## src/sv/frame_bitmap_allocator_macros.svh

```systemverilog
// Assertion helpers. The clock is clk and the reset is rst_n, active low.
`ifndef FRAME_BITMAP_ALLOCATOR_MACROS_SVH
`define FRAME_BITMAP_ALLOCATOR_MACROS_SVH

// Same-cycle implication.
`define FBA_ASSERT_NOW(label, ante, cons, msg) \
  label: assert property (@(posedge clk) disable iff (!rst_n) (ante) |-> (cons)) \
    else $error(msg);

// Next-cycle implication.
`define FBA_ASSERT_NXT(label, ante, cons, msg) \
  label: assert property (@(posedge clk) disable iff (!rst_n) (ante) |=> (cons)) \
    else $error(msg);

`endif

```

## src/sv/fba_lowfree.sv

```systemverilog
// Lowest clear bit of a map word: isolate it with x & -x, then encode the one-hot.
module fba_lowfree #(
  parameter int WORD_BITS = 32,
  localparam int BIT_W = $clog2(WORD_BITS)
) (
  input  logic [WORD_BITS-1:0] word,
  output logic                 found,
  output logic [BIT_W-1:0]     idx,
  output logic [WORD_BITS-1:0] onehot
);

  logic [WORD_BITS-1:0] free_bits;

  always_comb begin
    free_bits = ~word;
    onehot    = free_bits & (~free_bits + WORD_BITS'(1));
    found     = |free_bits;
    idx       = '0;
    for (int p = 0; p < WORD_BITS; p++) begin
      if (onehot[p]) begin
        idx = idx | BIT_W'(p);
      end
    end
  end

endmodule
```

## config.mk

```make
export PLATFORM = sky130hd
export DESIGN_NAME = fba_lowfree
export DESIGN_NICKNAME = d
export VERILOG_FILES = /design/src/sv/frame_bitmap_allocator_macros.svh /design/src/sv/fba_lowfree.sv
export SDC_FILE = /design/constraint.sdc
export NUM_CORES = 1
export LEC_CHECK = 0
export BUFFER_PORTS_ARGS = -buffer_cell sky130_fd_sc_hd__buf_4
export CAP_MARGIN = 15
export CORE_UTILIZATION = 34
export DETAILED_ROUTE_END_ITERATION = 12
export PLACE_DENSITY = 0.82
export SYNTH_ARGS = -nofsm -noshare
export SYNTH_HDL_FRONTEND = slang
export SYNTH_SLANG_ARGS = --single-unit
```

## constraint.sdc

```tcl
create_clock -name vclk -period 2.8
set_clock_uncertainty 0.05 [all_clocks]
set_input_delay 0.56 -clock vclk [all_inputs]
set_output_delay 0.56 -clock vclk [all_outputs]
set_load 0.005 [all_outputs]
```

* After elaboration in Yosys (flattened, before gate mapping) *
Index checks and enable logic that the tools add are counted.

word-level totals
  flip-flop bits (word level) = 0
  bits of input ports = 32

cells by class
  $add $sub $neg = 1
  multiplexer cells = 31
  bitwise operators = 3
  reduce and logical (&&, ||, !) cells = 1

operator list
  operator                                        count
  two-way mux 5 bit                               16
  inverter 32 bit                                 2
  adder 32 x 1 -> 32 bit (second input constant)  1
  AND 32 bit                                      1
  two-way mux 4 bit                               8
  OR reduction 32 bit                             1
  two-way mux 3 bit                               4
  two-way mux 2 bit                               2
  two-way mux 1 bit                               1

* Logic depth before layout (Yosys ltp) *
Gate-level depths: netlist of run 1.

  depth after elaboration = 35
  mapped depth = 7
  mapped depth without buffers = 5

* Worst setup path after synthesis of run 1 *
Ideal clock, no wire load.

  kind = input to output
  from = in word[2]
  to = out idx[2]
  data arrival time = 1.901 ns
  path slack = 0.289 ns
  cell stages on the path = 6
  path buffers = 1
  path through = nand4_4 or4_4 buf_6 nor4_4 nor4_1 o211ai_1

between the ends
  elaborated cells on any way between the ends = 32
  classes of those cells = 1 x add/sub; 28 x mux; 3 x bitwise

RTL lines
  element                         line               source
  start, declared                 fba_lowfree.sv:6   input logic [WORD_BITS-1:0] word,
  inverter 32 bit                 fba_lowfree.sv:15  free_bits = ~word;
  inverter 32 bit                 fba_lowfree.sv:16  onehot = free_bits & (~free_bits + WORD_BITS'(1));
  adder 32 x 1 -> 32 bit          fba_lowfree.sv:16
  AND 32 bit                      fba_lowfree.sv:16
  net onehot[23]                  fba_lowfree.sv:9   output logic [WORD_BITS-1:0] onehot
  two-way mux 5 bit (9 in a row)  fba_lowfree.sv:20  if (onehot[p]) begin
  end, declared                   fba_lowfree.sv:8   output logic [BIT_W-1:0] idx,

The timed path passes the listed nets, and every way through them passes these cells.

* Worst setup path after layout of run 1 *
  from = in word[6]
  to = out idx[2]

between the ends
  cells in the longest elaborated chain, start to end = 30

ends and longest elaborated chain
  element                          line
  inverter 32 bit *                fba_lowfree.sv:15
  inverter 32 bit                  fba_lowfree.sv:16
  adder 32 x 1 -> 32 bit           fba_lowfree.sv:16
  AND 32 bit *                     fba_lowfree.sv:16
  two-way mux 3 bit (2 in a row)   fba_lowfree.sv:20
  two-way mux 4 bit (8 in a row)   fba_lowfree.sv:20
  two-way mux 5 bit (15 in a row)  fba_lowfree.sv:20
  two-way mux 5 bit *              fba_lowfree.sv:20

Every way passes the cells marked *; elsewhere a longest branch is shown, timed or not.

==> results of run 1 <==
## cell families (layout without fill, tap and decap cells)
family | count (synthesis) | in the layout | synth area share
buffers and inverters | 8 | 90 | 0.0465
AO/OA/AOI/OAI | 22 | 22 | 0.183
AND/OR/NAND/NOR | 105 | 106 | 0.770
## cell usage in the layout (no fill, tap or decap), types with 2 or more instances in the layout
master and instances:
buf_4 85, nor2_1 19, or4_1 3, nor4_4 5, a31oi_1 2, or3_1 3, nor3_1 7, and3_1 2
o21ai_0 2, or4_4 3, o31ai_1 2, nand2_1 19, nor3b_1 2, and2_1 2, a21o_1 2, nand3b_1 2
a211oi_1 2, a21oi_1 4, nand2b_1 5, nor4_1 8, nand3_1 8, nand4_1 7, inv_1 5
## final timing paths
kind / slack (ps) / from / to / cells past startpoint
setup / recovery: 40 / word[6] / idx[2] / 7
hold / removal: 1320 / word[4] / onehot[4] / 3
## final cells by class
type / instances / area share
inverter: 5 / 0.0121
multi-input combinational: 128 / 0.555
tap: 28 / 0.0225
timing repair buffer: 85 / 0.410
## metal layers
metal,up-vias,GRT usage
met1,707,0.355
met2,101,0.464
li1,699,-
met5,-,0
met4,0,0.0482
met3,14,0.0174
## power breakdown
part	internal, µW	total [µW]	switching, µW
sequential	0	0	0
clock	0	0	0
combinational	56.9	120	62.7
total	56.9	120	62.7
## repair_timing
item | CTS | global route
pin swaps | 1 | 8
gates resized for setup | 1 | 7
gates cloned | 0 | 1
setup buffers | 0 | 0
endpoints found under the setup margin | 2 | 5
## per-stage QoR
step	instance area [µm²]	hold slack, ps	total power, µW	util	setup TNS, ps
CTS	1520	1330	115	0.661	0
finish	1560	1320	120	0.677	0
floorplan	861	1090	34.9	-	0
global placement	1510	1320	111	0.658	0
global route	1560	1340	129	0.677	0
detailed placement	1510	1320	115	0.658	-38.4
## critical path, delay by kind of cell
kind / cells / cell delay [ps]
AO/OA/AOI/OAI: 1 / 100
buffers and inverters: 2 / 240
AND/OR/NAND/NOR: 4 / 1240
==> results.md, run 1 <==
- Non-Filler Instances: 246
- First-pass GRT wire length: 5.71 mm
- GRT Total Usage: 0.266
- Clock buf count: 0
- Slowest CP cell: or4_4
- Worst Hold Class: in -> out
- Max Clk Rate: 363 MHz
- Most frequent CP cell: buf_4
- Starting Density: 0.375
- Cts hold-fix bufs: 0
- Largest area contributor in the netlist: nor4_4
- Met3 Routed Length: 354 µm
- DIE HEIGHT: 52.3 µm
- Share of layout cells above drive strength 1: 0.477
- Antenna diode count: 0
- DRT Pass-1 Iters: 4
- Max-cap violations: 0
- Routed len/inst: 15.8 µm
- Critical Path, Cell by Cell: buf_4 > nand2_1 > or4_4 > nor4_4 > nor4_1 > o211ai_1 > buf_4
- Multi-input logic area: 863 µm²
- Largest net degree at the start of global routing: 17
- WL met2: 1.88 mm
- M1 WL: 1.56 mm
- WP data arrival: 2150 ps
- Fillers: 195
- Core area: 2300 µm²
- Row Count: 17
- Tcrit/Tclk final: 0.985
- Final WS setup: 41.6 ps
- Vias per cell: 6.18
- Syn Nets: 167
- CP max stage delay: 690 ps
- Worst setup EP type: output port
- Cell Area, Synth: 861 µm²
- IO Count: 70
- Layout area overhead: 80.7%
- Number of global-route vias before repair: 1303
- Max-slew headroom: 0.695
- Synth top area share: 0.124
- Crit path max fanout: 8
- Status: completed
- Detail Route Antenna Nets: 0
- Initial antenna violation count: 0
- Setup CP Type: in -> out
- Commonest cells post-synth: nand2_1 (19), nor2_1 (19), nor4_1 (9), nand3_1 (8), nor3_1 (8)
- Synth Area per Inst: 6.38 µm²
- Setup Viol. Count Final: 0
- RSZ-0062 raised after global routing: false
- Syn. warnings: 0
- Pre-CTS WS: -28.1 ps
- Port Buffers: 70
- Final WL: 3.89 mm
- HPWL after DPL: 3.13 mm
- Uppermost layer routed: met4
- Pwr Density: 76.9 nW/µm²
- Worst-margin pin slew: 453 ps
- Synth area leaders: nor4_4 (12%), nand2_1 (8.3%), nor2_1 (8.3%), nor4_1 (6.5%), nand4_1 (5.1%)
- Register area: 0 µm²
- Die width: 52.3 µm
- LEAKAGE: 0.000712 µW
- Starting DRC count in detailed routing: 86
- DR vias: 1521
- Dpl cells: 245
- Register area share after synthesis: 0
- Gr ovfl total: 0
- Final worst path period need: 2760 ps
- Die footprint: 2740 µm²
- Critical Path RT: 2190 ps
- Routability cong.: 0.920
- Hold Fails Final Rpt: 0
- Startpoint types: input pin
- Fin nets: 252
- Max-slew violation count: 0
- Number of sequential cells: 0
- Maximum vdd drop: 76.4 µV
- Synth cell types: 38
- Mapped Cells: 135
- DRC violations left: 0
Note: power is estimated with default switching activity, not from simulation.
==> inputs of run 2 (changes only) <==
- GPL_TIMING_DRIVEN: unset -> 0
==> results.md, run 2 (same netlist as run 1, synthesis figures left out) <==
- Number of global-route vias before repair: 1292 (was 1303)
- Routability cong.: 0.879 (was 0.920)
- Final worst path period need: 2840 ps (was 2760 ps)
- Layout area overhead: 91.9% (was 80.7%)
- Worst setup endpoint: idx[4] (was idx[2])
- Antenna diode count: 0 (unchanged)
- DIE HEIGHT: 52.3 µm (unchanged)
- Uppermost layer routed: met4 (unchanged)
- Hold Fails Final Rpt: 0 (unchanged)
- Share of layout cells above drive strength 1: 0.493 (was 0.477)
- Crit path depth: 7 (unchanged)
- Die footprint: 2740 µm² (unchanged)
- Gr ovfl total: 0 (unchanged)
- Core area: 2300 µm² (unchanged)
- Tcrit/Tclk final: 1.01 (was 0.985)
- GRT Total Usage: 0.271 (was 0.266)
- Fin nets: 249 (was 252)
- Worst setup EP type: output port (unchanged)
- Register area: 0 µm² (unchanged)
- Max Clk Rate: 352 MHz (was 363 MHz)
- Setup Viol. Count Final: 1 (was 0)
- Final WL: 3.85 mm (was 3.89 mm)
- Die width: 52.3 µm (unchanged)
- Most frequent CP cell: buf_4 (unchanged)
- Port Buffers: 70 (unchanged)
- Largest net degree at the start of global routing: 11 (was 17)
- Failing checks: negative setup slack
- First-pass GRT wire length: 5.77 mm (was 5.71 mm)
- DR vias: 1446 (was 1521)
- IO Count: 70 (unchanged)
- Critical Path RT: 2190 ps (about the same)
- Crit path max fanout: 7 (was 8)
- M1 WL: 1.60 mm (was 1.56 mm)
- Detail Route Antenna Nets: 0 (unchanged)
- Worst-margin pin slew: 697 ps (was 453 ps)
- Starting Density: 0.375 (unchanged)
- Startpoint types: input pin (unchanged)
- Vias per cell: 5.95 (was 6.18)
- DP Area: 1420 µm² (was 1510 µm²)
- Worst path top cell family by delay: simple AND/OR/NAND/NOR gates (unchanged)
- Final WS setup: -39.0 ps (was 41.6 ps)
- DRC violations left: 0 (unchanged)
- Final Instance Area: 1650 µm² (was 1560 µm²)
- Most common cell after layout, fill and taps aside: buf_4 (unchanged)
- LEAKAGE: 0.000727 µW (was 0.000712 µW)
- Maximum vdd drop: 71.3 µV (was 76.4 µV)
- Worst Hold Class: in -> out (unchanged)
- Routed len/inst: 15.8 µm (about the same)
- Setup tns final: -39.0 ps (was 0 ps)
- Starting DRC count in detailed routing: 53 (was 86)
- CP max stage delay: 630 ps (was 690 ps)
- DRT Pass-1 Iters: 4 (unchanged)
- Most frequent cells in the layout: buf_4 (68), nor2_1 (19), nand2_1 (17), nor3_1 (8) (was buf_4 (85), nand2_1 (19), nor2_1 (19), nand3_1 (8), nor4_1 (8))
- Max-slew violation count: 0 (unchanged)
- Row Count: 17 (unchanged)
- Setup CP Type: in -> out (unchanged)
- WL met2: 1.88 mm (about the same)
- Pwr Density: 78.2 nW/µm² (was 76.9 nW/µm²)
- WP data arrival: 2230 ps (was 2150 ps)
- Status: complete, but fails checks (was completed)
- Buf/Inv on CP: 2 (unchanged)
- Critical Path, Cell by Cell: buf_4 > nand4_4 > or4_1 > nor3_2 > a211oi_1 > nand4_1 > buf_4 (was buf_4 > nand2_1 > or4_4 > nor4_4 > nor4_1 > o211ai_1 > buf_4)
- RSZ-0062 raised after global routing: true (was false)
- Met3 Routed Length: 289 µm (was 354 µm)
- Cts hold-fix bufs: 0 (unchanged)
- CP startpoint: word[19] (was word[6])
- Max-slew headroom: 0.531 (was 0.695)
- Slowest CP cell: or4_1 (was or4_4)
- Number of sequential cells: 0 (unchanged)
- Initial antenna violation count: 0 (unchanged)
- Max-cap violations: 0 (unchanged)
- Clock buf count: 0 (unchanged)
- HPWL after DPL: 2.70 mm (was 3.13 mm)
run 2: stage by stage:
stage	hold WS (ps)	power, µW	instances	util	worst slack (ps)
5_1_grt	1320	139	243	0.719	-72.3
2_1_floorplan	1090	34.9	135	-	289
3_3_place_gp	1320	104	233	0.619	-132
3_5_place_dp	1330	106	233	0.619	-136
6_report	1310	129	243	0.719	-39.0
4_1_cts	1320	121	242	0.699	-12.6
run 2: what timing repair did:
item,4_1_cts,5_1_grt
endpoints found under the setup margin,6,7
cloned,1,0
setup buffers,8,1
pin swaps,12,6
gates resized for setup,24,9
run 2: tightest hold or removal path, stage by stage:
cell    delay (ps)
buf_8           80
nor2_1          40
buf_4          120
run 2: worst min path at each step:
stage               depth (start not counted)  startpoint  slack [ps]          to
floorplan                                   1    word[27]        1090  onehot[27]
global placement                            3     word[4]        1320   onehot[4]
detailed placement                          3     word[9]        1330   onehot[9]
CTS                                         3     word[8]        1320   onehot[8]
global route                                3     word[8]        1320   onehot[8]
finish                                      3     word[1]        1310   onehot[1]
run 2: routing by layer:
metal  track usage  vias to the layer above
li1              -                      690
met2         0.464                       85
met3        0.0203                       16
met5             0                        -
met4        0.0614                        0
met1         0.364                      655
run 2: cell type report:
| type | count | area (µm²) |
|---|---|---|
| fillers | 181 | 646 |
| repair buffers | 80 | 677 |
| multi-input cells | 127 | 891 |
| plain buffers | 3 | 30.0 |
| inverters | 5 | 18.8 |
| well taps | 28 | 35.0 |
run 2: power breakdown:
group	leakage (µW)	switching, µW	internal, µW
sequential	0	0	0
clock	0	0	0
combinational	0.000727	63.8	65.3
==> inputs of run 3 (changes only) <==
- PLACE_DENSITY: 0.82 -> 0.84
- clock period: 2.8 -> 2.27 ns (I/O delays scaled with it)
==> results.md, run 3 (same netlist as run 1, synthesis figures left out) <==
- Status: complete, but fails checks (unchanged)
- Failing checks: negative setup slack (unchanged)
- Core Util, Final: 0.771 (was 0.719)
- Row Count: 17 (unchanged)
- DIE HEIGHT: 52.3 µm (unchanged)
- Most frequent cells in the layout: buf_4 (71), nand2_1 (17), nor2_1 (16), buf_6 (8) (was buf_4 (68), nor2_1 (19), nand2_1 (17), nor3_1 (8))
- Tcrit/Tclk final: 1.13
- Routed len/inst: 17.7 µm (was 15.8 µm)
- LEAKAGE: 0.000780 µW (was 0.000727 µW)
- Worst path top cell family by delay: simple AND/OR/NAND/NOR gates (unchanged)
- Pwr Density: 94.8 nW/µm² (was 78.2 nW/µm²)
- Critical Path, Cell by Cell: buf_8 > nand2_4 > or4_4 > buf_12 > nor4_4 > nor4_1 > nand4_1 > buf_4 (was buf_4 > nand4_4 > or4_1 > nor3_2 > a211oi_1 > nand4_1 > buf_4)
- Final WL: 4.36 mm (was 3.85 mm)
- DRT Pass-1 Iters: 4 (unchanged)
- First-pass GRT wire length: 5.81 mm (was 5.77 mm)
- Antenna diode count: 0 (unchanged)
- RSZ-0062 raised after global routing: true (unchanged)
- Buf/Inv on CP: 3 (was 2)
- WP data arrival: 2060 ps (was 2230 ps)
- Die footprint: 2740 µm² (unchanged)
- CP max stage delay: 590 ps (was 630 ps)
- Final WS setup: -298 ps (was -39.0 ps)
- Gr ovfl total: 0 (unchanged)
- Routability cong.: 0.919 (was 0.879)
- Max Clk Rate: 389 MHz
- Vias per cell: 6.15 (was 5.95)
- Starting Density: 0.375 (unchanged)
- Critical Path RT: 1770 ps (was 2190 ps)
- Startpoint types: input pin (unchanged)
- Most common cell after layout, fill and taps aside: buf_4 (unchanged)
- Fin Hold WS: 1100 ps (was 1310 ps)
- Max-cap violations: 0 (unchanged)
- Number of sequential cells: 0 (unchanged)
- Layout area overhead: 106% (was 91.9%)
- Die width: 52.3 µm (unchanged)
- Tot Pwr: 168 µW (was 129 µW)
- Max-slew headroom: 0.671 (was 0.531)
- Number of global-route vias before repair: 1249 (was 1292)
- Hold path start: word[1] (unchanged)
- GRT Total Usage: 0.271 (unchanged)
- Worst-margin pin slew: 489 ps (was 697 ps)
- Hold Fails Final Rpt: 0 (unchanged)
- CP startpoint: word[6] (was word[19])
- Register area: 0 µm² (unchanged)
- Fin nets: 252 (was 249)
- DR vias: 1512 (was 1446)
- Setup CP Type: in -> out (unchanged)
- Slowest CP cell: or4_4 (was or4_1)
- Starting DRC count in detailed routing: 60 (was 53)
- Core area: 2300 µm² (unchanged)
- Port Buffers: 70 (unchanged)
- Max-slew violation count: 0 (unchanged)
- Maximum vdd drop: 86.1 µV (was 71.3 µV)
- Crit path max fanout: 5 (was 7)
- Final worst path period need: 2570 ps
- Largest net degree at the start of global routing: 11 (unchanged)
- Clock buf count: 0 (unchanged)
- Pre-CTS WS: -429 ps (was -136 ps)
- Worst setup EP type: output port (unchanged)
- IO Count: 70 (unchanged)
- Setup Viol. Count Final: 15 (was 1)
- Final Instance Area: 1770 µm² (was 1650 µm²)
- DP Area: 1430 µm² (was 1420 µm²)
- Worst Hold Class: in -> out (unchanged)
- HPWL after DPL: 2.84 mm (was 2.70 mm)
- Share of layout cells above drive strength 1: 0.550 (was 0.493)
- DRC violations left: 0 (unchanged)
- Detail Route Antenna Nets: 0 (unchanged)
- Initial antenna violation count: 0 (unchanged)
- Cts hold-fix bufs: 0 (unchanged)
-- run 3: report_power, final --
group / internal, µW / leakage, µW / switching (µW)
logic: 81.8 / 0.000780 / 86.2
clock network: 0 / 0 / 0
registers: 0 / 0 / 0
total: 81.8 / 0.000780 / 86.2
-- run 3: area by class of cell --
| type | instances | area, µm² |
|---|---|---|
| buffer | 3 | 47.5 |
| fill | 154 | 526 |
| inverter | 5 | 18.8 |
| multi-input combinational | 127 | 970 |
| tap | 28 | 35.0 |
| timing repair buffer | 83 | 701 |
-- run 3: path summary, 6_finish.rpt --
| kind | cells after the start | to |
|---|---|---|
| worst max-delay path | 8 | idx[3] |
| worst min-delay path | 3 | onehot[1] |
-- run 3: what timing repair did --
| item | CTS | global route |
|---|---|---|
| resized for setup | 33 | 18 |
| setup buffers | 8 | 4 |
| gates cloned | 0 | 1 |
| pin swaps | 11 | 3 |
| endpoints found under the setup margin | 24 | 26 |
-- run 3: per-layer routing --
metal / up-vias / GRT usage / part of all wire
li1: 691 / - / -
met5: - / 0 / 0
met4: 0 / 0 / 0.028
met1: 700 / 0.371 / 0.38
met2: 107 / 0.500 / 0.51
met3: 14 / 0 / 0.086
-- run 3: metrics by stage --
stage / cells / TNS (ps)
final: 246 / -2410
after global routing: 246 / -3090
after CTS: 241 / -1730
after detailed placement: 233 / -4640
after global placement: 233 / -4240
after floorplan: 135 / -53.8
